### src/design/u8esc_pkg.sv
`timescale 1ns / 1ps
// ----------------------------------------------------------------------------
// u8esc_pkg
// Shared types, byte constants and classification helpers for the UTF-8
// escape character assembler.
// ----------------------------------------------------------------------------
package u8esc_pkg;

    localparam logic [7:0] BYTE_SPACE     = 8'h20;
    localparam logic [7:0] BYTE_NEWLINE   = 8'h0A;
    localparam logic [7:0] BYTE_TAB       = 8'h09;
    localparam logic [7:0] BYTE_BACKSLASH = 8'h5C;
    localparam logic [7:0] BYTE_ASCII_MAX = 8'h7F;
    localparam logic [7:0] ESC_TAB        = 8'h74;  // 't'
    localparam logic [7:0] ESC_NEWLINE    = 8'h6E;  // 'n'
    localparam logic [7:0] ESC_HEX        = 8'h78;  // 'x'

    localparam logic [2:0] LEAD2_TAG = 3'h6;
    localparam logic [3:0] LEAD3_TAG = 4'hE;
    localparam logic [4:0] LEAD4_TAG = 5'h1E;

    // Classified byte handed from the front end to the assembler.
    typedef struct packed {
        logic [7:0] data;
        logic [2:0] lead_len;   // 0 = invalid lead, else 1..4
        logic       is_space;   // space or newline
        logic       is_hex;
        logic [3:0] hex_val;
    } cls_byte_t;

    function automatic logic [2:0] lead_len_of(input logic [7:0] b);
        logic [2:0] n;
        n = 3'd0;
        if (b <= BYTE_ASCII_MAX)         n = 3'd1;
        else if (b[7:5] == LEAD2_TAG)    n = 3'd2;
        else if (b[7:4] == LEAD3_TAG)    n = 3'd3;
        else if (b[7:3] == LEAD4_TAG)    n = 3'd4;
        return n;
    endfunction

    function automatic logic [4:0] hex_of(input logic [7:0] b);
        // bit 4: valid digit, bits 3:0: value
        logic [4:0] r;
        r = 5'd0;
        if (b inside {[8'h30:8'h39]})      r = {1'b1, 4'(b - 8'h30)};
        else if (b inside {[8'h61:8'h66]}) r = {1'b1, 4'(b - 8'h57)};
        else if (b inside {[8'h41:8'h46]}) r = {1'b1, 4'(b - 8'h37)};
        return r;
    endfunction

endpackage

### src/design/u8esc_front.sv
`timescale 1ns / 1ps
// ----------------------------------------------------------------------------
// u8esc_front
// Front end: classifies each incoming byte (lead length, whitespace,
// hex digit) before it is queued for the assembler.
// ----------------------------------------------------------------------------
module u8esc_front
(
    input  logic [7:0]           in_byte,
    output u8esc_pkg::cls_byte_t cls
);
    import u8esc_pkg::*;

    logic [4:0] hex_info;

    assign hex_info = hex_of(in_byte);

    always_comb
    begin
        cls.data     = in_byte;
        cls.lead_len = lead_len_of(in_byte);
        cls.is_space = (in_byte == BYTE_SPACE) || (in_byte == BYTE_NEWLINE);
        cls.is_hex   = hex_info[4];
        cls.hex_val  = hex_info[3:0];
    end

endmodule

### src/design/u8esc_queue.sv
`timescale 1ns / 1ps
// ----------------------------------------------------------------------------
// u8esc_queue
// Short FIFO of classified bytes between the front end and the assembler.
// ----------------------------------------------------------------------------
module u8esc_queue
#(
    parameter int DEPTH = 4
)
(
    input  logic                 clk,
    input  logic                 rst_n,
    input  logic                 wr_en,
    input  u8esc_pkg::cls_byte_t wr_data,
    output logic                 full,
    input  logic                 rd_en,
    output logic                 rd_valid,
    output u8esc_pkg::cls_byte_t rd_data
);
    import u8esc_pkg::*;

    localparam int PW = (DEPTH > 1) ? $clog2(DEPTH) : 1;
    localparam int CW = $clog2(DEPTH + 1);
    localparam logic [PW-1:0] LAST = PW'(DEPTH - 1);

    cls_byte_t     mem [DEPTH];
    logic [PW-1:0] wr_ptr_reg, wr_ptr_next;
    logic [PW-1:0] rd_ptr_reg, rd_ptr_next;
    logic [CW-1:0] count_reg, count_next;
    logic          do_wr, do_rd;

    assign do_wr    = wr_en && !full;
    assign do_rd    = rd_en && rd_valid;
    assign full     = (count_reg == CW'(DEPTH));
    assign rd_valid = (count_reg != '0);
    assign rd_data  = mem[rd_ptr_reg];

    always_comb
    begin
        wr_ptr_next = wr_ptr_reg;
        rd_ptr_next = rd_ptr_reg;
        count_next  = count_reg;
        if (do_wr)
        begin
            wr_ptr_next = (wr_ptr_reg == LAST) ? '0 : wr_ptr_reg + 1'b1;
        end
        if (do_rd)
        begin
            rd_ptr_next = (rd_ptr_reg == LAST) ? '0 : rd_ptr_reg + 1'b1;
        end
        if (do_wr && !do_rd)
        begin
            count_next = count_reg + 1'b1;
        end
        else if (do_rd && !do_wr)
        begin
            count_next = count_reg - 1'b1;
        end
    end

    always_ff @(posedge clk or negedge rst_n)
    begin
        if (!rst_n)
        begin
            wr_ptr_reg <= '0;
            rd_ptr_reg <= '0;
            count_reg  <= '0;
        end
        else
        begin
            wr_ptr_reg <= wr_ptr_next;
            rd_ptr_reg <= rd_ptr_next;
            count_reg  <= count_next;
        end
    end

    always_ff @(posedge clk)
    begin
        if (do_wr)
        begin
            mem[wr_ptr_reg] <= wr_data;
        end
    end

endmodule

### src/design/u8esc_back.sv
`timescale 1ns / 1ps
// ----------------------------------------------------------------------------
// u8esc_back
// Back end: escape / multibyte state machine and the registered result
// slot. Takes one classified byte per cycle whenever the slot is free or
// is being drained.
// ----------------------------------------------------------------------------
module u8esc_back
(
    input  logic                 clk,
    input  logic                 rst_n,
    input  logic                 q_valid,
    input  u8esc_pkg::cls_byte_t q_data,
    output logic                 q_take,
    input  logic                 pop,
    output logic                 empty,
    output logic [31:0]          char_code,
    output logic                 bad_escape
);
    import u8esc_pkg::*;

    typedef enum logic [2:0] {
        PH_IDLE,
        PH_ESC,
        PH_CONT,
        PH_HEX1,
        PH_HEX2
    } phase_t;

    phase_t      phase_reg, phase_next;
    logic [1:0]  bytes_left_reg, bytes_left_next;
    logic [1:0]  byte_pos_reg, byte_pos_next;
    logic [31:0] code_acc_reg, code_acc_next;
    logic [3:0]  hex_high_reg, hex_high_next;
    logic        hex_high_ok_reg, hex_high_ok_next;
    logic        out_valid_reg, out_valid_next;
    logic [31:0] out_code_reg, out_code_next;
    logic        out_bad_reg, out_bad_next;

    logic        pop_ok;
    logic        emit;
    logic [31:0] emit_code;
    logic        emit_bad;
    logic [1:0]  left_dec;
    logic [7:0]  b;

    assign pop_ok     = pop && out_valid_reg;
    assign q_take     = q_valid && (!out_valid_reg || pop);
    assign empty      = !out_valid_reg;
    assign char_code  = out_code_reg;
    assign bad_escape = out_bad_reg;
    assign b          = q_data.data;
    assign left_dec   = bytes_left_reg - 2'd1;

    always_comb
    begin
        phase_next       = phase_reg;
        bytes_left_next  = bytes_left_reg;
        byte_pos_next    = byte_pos_reg;
        code_acc_next    = code_acc_reg;
        hex_high_next    = hex_high_reg;
        hex_high_ok_next = hex_high_ok_reg;
        emit             = 1'b0;
        emit_code        = 32'h0;
        emit_bad         = 1'b0;

        if (q_take)
        begin
            case (phase_reg)
                PH_IDLE, PH_ESC:
                begin
                    if (phase_reg == PH_IDLE && q_data.is_space)
                    begin
                        // skipped between characters
                    end
                    else if (phase_reg == PH_IDLE && b == BYTE_BACKSLASH)
                    begin
                        phase_next = PH_ESC;
                    end
                    else if (phase_reg == PH_ESC && b <= BYTE_ASCII_MAX)
                    begin
                        if (b == ESC_TAB)
                        begin
                            emit      = 1'b1;
                            emit_code = 32'(BYTE_TAB);
                        end
                        else if (b == ESC_NEWLINE)
                        begin
                            emit      = 1'b1;
                            emit_code = 32'(BYTE_NEWLINE);
                        end
                        else if (b == BYTE_BACKSLASH)
                        begin
                            emit      = 1'b1;
                            emit_code = 32'(BYTE_BACKSLASH);
                        end
                        else if (b == ESC_HEX)
                        begin
                            phase_next = PH_HEX1;
                        end
                        else
                        begin
                            emit     = 1'b1;
                            emit_bad = 1'b1;
                        end
                    end
                    else if (q_data.lead_len <= 3'd1)
                    begin
                        // single byte or invalid lead: the byte itself
                        emit      = 1'b1;
                        emit_code = 32'(b);
                    end
                    else
                    begin
                        code_acc_next   = 32'(b);
                        bytes_left_next = 2'(q_data.lead_len - 3'd1);
                        byte_pos_next   = 2'd1;
                        phase_next      = PH_CONT;
                    end
                end
                PH_CONT:
                begin
                    code_acc_next   = code_acc_reg | (32'(b) << {byte_pos_reg, 3'b000});
                    byte_pos_next   = byte_pos_reg + 2'd1;
                    bytes_left_next = left_dec;
                    if (left_dec == 2'd0)
                    begin
                        byte_pos_next = 2'd0;
                        emit          = 1'b1;
                        emit_code     = code_acc_next;
                    end
                end
                PH_HEX1:
                begin
                    hex_high_ok_next = q_data.is_hex;
                    hex_high_next    = q_data.hex_val;
                    phase_next       = PH_HEX2;
                end
                PH_HEX2:
                begin
                    emit = 1'b1;
                    if (!hex_high_ok_reg)
                    begin
                        emit_code = 32'h0;
                    end
                    else if (q_data.is_hex)
                    begin
                        emit_code = {24'h0, hex_high_reg, q_data.hex_val};
                    end
                    else
                    begin
                        emit_code = {28'h0, hex_high_reg};
                    end
                end
                default:
                begin
                    phase_next = PH_IDLE;
                end
            endcase
            if (emit)
            begin
                phase_next = PH_IDLE;
            end
        end

        out_valid_next = out_valid_reg && !pop_ok;
        out_code_next  = out_code_reg;
        out_bad_next   = out_bad_reg;
        if (emit)
        begin
            out_valid_next = 1'b1;
            out_code_next  = emit_code;
            out_bad_next   = emit_bad;
        end
    end

    always_ff @(posedge clk or negedge rst_n)
    begin
        if (!rst_n)
        begin
            phase_reg       <= PH_IDLE;
            bytes_left_reg  <= '0;
            byte_pos_reg    <= '0;
            code_acc_reg    <= '0;
            hex_high_reg    <= '0;
            hex_high_ok_reg <= 1'b0;
            out_valid_reg   <= 1'b0;
            out_code_reg    <= '0;
            out_bad_reg     <= 1'b0;
        end
        else
        begin
            phase_reg       <= phase_next;
            bytes_left_reg  <= bytes_left_next;
            byte_pos_reg    <= byte_pos_next;
            code_acc_reg    <= code_acc_next;
            hex_high_reg    <= hex_high_next;
            hex_high_ok_reg <= hex_high_ok_next;
            out_valid_reg   <= out_valid_next;
            out_code_reg    <= out_code_next;
            out_bad_reg     <= out_bad_next;
        end
    end

endmodule

### src/design/utf8_escape_char_assembler.sv
`timescale 1ns / 1ps
// ----------------------------------------------------------------------------
// utf8_escape_char_assembler
// Path: the last byte of a character passes the queue register, then the result
// slot, where the result becomes visible as long as the result slot is free.
// Throughput: one byte per cycle; the assembler takes a byte each cycle the
// result slot is free or popped, so a stalled consumer backs up the queue.
// Reset: asynchronous active low; queue empty, assembler idle, no result.
// ----------------------------------------------------------------------------
module utf8_escape_char_assembler
#(
    parameter int DEPTH = 4
)
(
    input  logic        clk,
    input  logic        rst_n,
    input  logic        push,
    output logic        full,
    input  logic [7:0]  in_byte,
    input  logic        pop,
    output logic        empty,
    output logic [31:0] char_code,
    output logic        bad_escape
);
    import u8esc_pkg::*;

    cls_byte_t cls;
    cls_byte_t q_data;
    logic      q_valid;
    logic      q_take;

    u8esc_front u_front
    (
        .in_byte (in_byte),
        .cls     (cls)
    );

    u8esc_queue #(.DEPTH(DEPTH)) u_queue
    (
        .clk      (clk),
        .rst_n    (rst_n),
        .wr_en    (push),
        .wr_data  (cls),
        .full     (full),
        .rd_en    (q_take),
        .rd_valid (q_valid),
        .rd_data  (q_data)
    );

    u8esc_back u_back
    (
        .clk        (clk),
        .rst_n      (rst_n),
        .q_valid    (q_valid),
        .q_data     (q_data),
        .q_take     (q_take),
        .pop        (pop),
        .empty      (empty),
        .char_code  (char_code),
        .bad_escape (bad_escape)
    );

endmodule

### config.mk
export PLATFORM = sky130hd
export DESIGN_NAME = utf8_escape_char_assembler
export DESIGN_NICKNAME = d
export VERILOG_FILES = /design/src/design/u8esc_pkg.sv /design/src/design/u8esc_front.sv /design/src/design/u8esc_queue.sv /design/src/design/u8esc_back.sv /design/src/design/utf8_escape_char_assembler.sv
export SDC_FILE = /design/constraint.sdc
export NUM_CORES = 1
export LEC_CHECK = 0
export BUFFER_PORTS_ARGS = -buffer_cell sky130_fd_sc_hd__buf_4
export CORE_ASPECT_RATIO = 1.1
export CORE_UTILIZATION = 57
export CTS_CLUSTER_DIAMETER = 40
export DETAILED_ROUTE_END_ITERATION = 7
export PLACE_DENSITY = 0.74
export SLEW_MARGIN = 0
export SYNTH_ARGS = -nofsm -noshare
export SYNTH_HDL_FRONTEND = slang
export SYNTH_HIERARCHICAL = 1
export SYNTH_SLANG_ARGS = --single-unit
### constraint.sdc
create_clock -name clk -period 3.5 [get_ports clk]
set_input_delay 0.7 -clock clk [delete_from_list [all_inputs] [get_ports clk]]
set_output_delay 0.7 -clock clk [all_outputs]
set_load 0.05 [all_outputs]
==> metrics <==
register area share after synthesis=57.38%; synth warn=6; Max Clock Skew=0.01274 ns; Slew Limit Fails=0; grt total ovfl=0; hold_ws=0.4463 ns; post-layout net count=633; Initial Utilization=59.34%; Clock Pin Slew Worst Setup and Hold Paths=0.06 ns; Hold Buf Count CTS=0; drt initial violations=306; Req. time, crit path=3.81 ns; FF-to-FF End=u_back/char_code[27]; clk root buf=clkbuf_16; max cap viols=0; worst min-delay path class=input pin to flip-flop; Post-synth EDFFs=68; Lkg Pwr=3.538 nW; hold endpoint=u_back/out_valid_reg; minimum clock period=3.126 ns; initial antenna violation count=0; Detailed Place HPWL=10.11 mm; layout cells sized above 1=25.76%; worst r2r src=u_queue/rd_ptr_reg[0]; Die H=120.4 µm; final hold violations=0; Core Footprint=0.01224 mm²; Netlist cell types=69; most used cell, CP=buf_4; Mapped Area=0.007266 mm²; CP arrival=3.44 ns; vias in the first global route=4650; P&R area growth vs syn=14.03%; post-synthesis register bit count=153; WS Path Type=flip-flop to flip-flop; fmax=319.9 MHz; Final GP Congestion=0.8583; synthesized instance count=559; Clock Sinks=153; R2R Setup Slk=0.37 ns; largest net degree at the start of global routing=86; Hold Path Stages=2; DRC=0; worst-case reg-to-reg path depth=9; ANT nets after route=0; final worst-path cycle share=89.31%; Post-DP Area=0.007740 mm²; Startpoint Class=flip-flop; Initial DRT Pass Iterations=4; TritonCTS Buffers=17; Avg Inst Size Synth=13.00 µm²; crit path cell chain=buf_4 -> mux4_1 -> nor4bb_1 -> buf_4 -> a21oi_1 -> o221ai_2 -> a21oi_4 -> buf_12 -> mux2_2; Crit-path slowest cell=mux4_1; Min-Delay Startpoint=pop; # resized after CTS=0; total track usage=25.34%; Worst-Skew Late Latency=0.43 ns; DIE AREA=0.01320 mm²; kind of end point of the critical path=flip-flop; Synth Flop Type=dfrtp_1; overall power=7.951 mW; Worst Path Max Fanout=34; ys async rst share=55.56%; first-pass GRT wire length=24.14 mm; final setup vio count=0; Vias/cell=5.960; row cnt=42; routed length per instance=19.47 µm; post-layout instance area=0.008285 mm²; post-synthesis net count=584; run status=finished clean; final WL=15.09 mm; RSZ-0062 raised after global routing=false; max reg flops=68; Ports=47; port bufs=46; CTS tree=built; Antenna diodes=0; Non-Filler Instances=775; max incr delay on CP=0.63 ns; # H-tree levels=4; post-CTS setup repair buffer count=0; slew margin rel.=30.22%; Bufs on Longest Clock Path=2; via count=4619; Die W=109.6 µm; Layout fillers=888; peak supply drop=0.5935 mV; Setup TNS=0 ns; total placed cells including tap cells=743; Slew @ Worst Pin=1.047 ns; power per standard cell area=959.6 mW/mm²
==> placed cells by master (no fill, tap or decap), drive strengths merged, types with 7 or more instances in the layout <==
master	n
clkbuf	17
edfxtp	68
mux2	42
nand2	17
inv	28
buf	67
nand3	10
dfrtp	85
o21ai	12
nor2	59
a21oi	83
mux4	17
ha	12
clkinv	7
nor3	10
==> layout make-up <==
class / instances / area [µm²] / share of cell area [%]
clock buffer: 17 / 425.4 / 5.134
multi-input combinational: 345 / 2773 / 33.46
inverter: 24 / 90.09 / 1.087
clock inverter: 15 / 120.1 / 1.450
sequential: 153 / 4169 / 50.32
tap: 154 / 192.7 / 2.326
timing repair buffer: 67 / 515.5 / 6.222
==> synth_stat cells (4+ instances only) <==
master | number | area share [%]
buf_4 | 8 | 0.83
clkbuf_1 | 16 | 0.83
edfxtp_1 | 68 | 28
mux4_1 | 9 | 3.3
dfrtp_1 | 85 | 29
a21oi_1 | 82 | 5.6
mux2i_1 | 6 | 0.83
ha_1 | 12 | 2.1
and2_1 | 5 | 0.43
mux2_4 | 31 | 6.4
nor2_1 | 59 | 3.0
mux4_2 | 8 | 2.5
nand2b_1 | 5 | 0.43
buf_6 | 6 | 0.93
o21bai_1 | 4 | 0.41
nor4bb_1 | 4 | 0.55
nand3_1 | 10 | 0.69
inv_1 | 24 | 1.2
mux2_2 | 11 | 1.7
o221ai_1 | 4 | 0.48
o21ai_0 | 12 | 0.83
nand2_1 | 16 | 0.83
nor3_1 | 10 | 0.69
nor2b_1 | 4 | 0.34
==> power breakdown <==
group,internal (mW),total (mW),switching [mW]
logic,1.43,3.57,2.14
clock network,0.917,1.67,0.753
registers,2.40,2.71,0.313
==> worst max path at each step <==
stage | from | end | slack (ns) | depth (start not counted)
2_1_floorplan | u_queue/rd_ptr_reg[0] | u_back/bad_escape | 0.55 | 9
3_3_place_gp | u_queue/rd_ptr_reg[0] | u_back/char_code[24] | 0.43 | 9
3_5_place_dp | u_queue/rd_ptr_reg[0] | u_back/char_code[27] | 0.39 | 9
4_1_cts | u_queue/rd_ptr_reg[0] | u_back/char_code[27] | 0.37 | 9
5_1_grt | u_queue/rd_ptr_reg[0] | u_back/code_acc_reg[12] | 0.20 | 7
6_report | u_queue/rd_ptr_reg[0] | u_back/char_code[27] | 0.37 | 9
==> worst max-delay path: cells and delay by family (launching register included) <==
family	cells	cell delay, ns
AO/OA/AOI/OAI	3	0.72
multiplexers	2	1.01
AND/OR/NAND/NOR	1	0.17
flip-flops	1	0.39
buffers and inverters	3	0.66
==> cells by family after synthesis <==
logic type               share of synthesized area, %
multiplexers                                    14.67
XOR/XNOR                                       0.4823
buffers and inverters                           4.460
flip-flops                                      57.38
AND/OR/NAND/NOR                                 10.04
AO/OA/AOI/OAI                                   10.63
adder cells (fa/ha/maj)                         2.342
==> through the flow <==
step                util [%]  setup WS [ns]
CTS                    67.67         0.3721
global route           67.67         0.1961
detailed placement     63.21         0.3943
finish                 67.67         0.3742
floorplan                  -         0.5474
global placement       63.21         0.4290
==> routing by layer <==
layer | GRT usage (%) | vias up | share of wire (%)
met5 | 0 | - | 0
met4 | 12.58 | 0 | 2.1
met3 | 5.930 | 31 | 4.1
met2 | 41.98 | 138 | 52
met1 | 30.90 | 2299 | 42
li1 | - | 2151 | -
No activity file was read; power rests on OpenSTA's default activity.
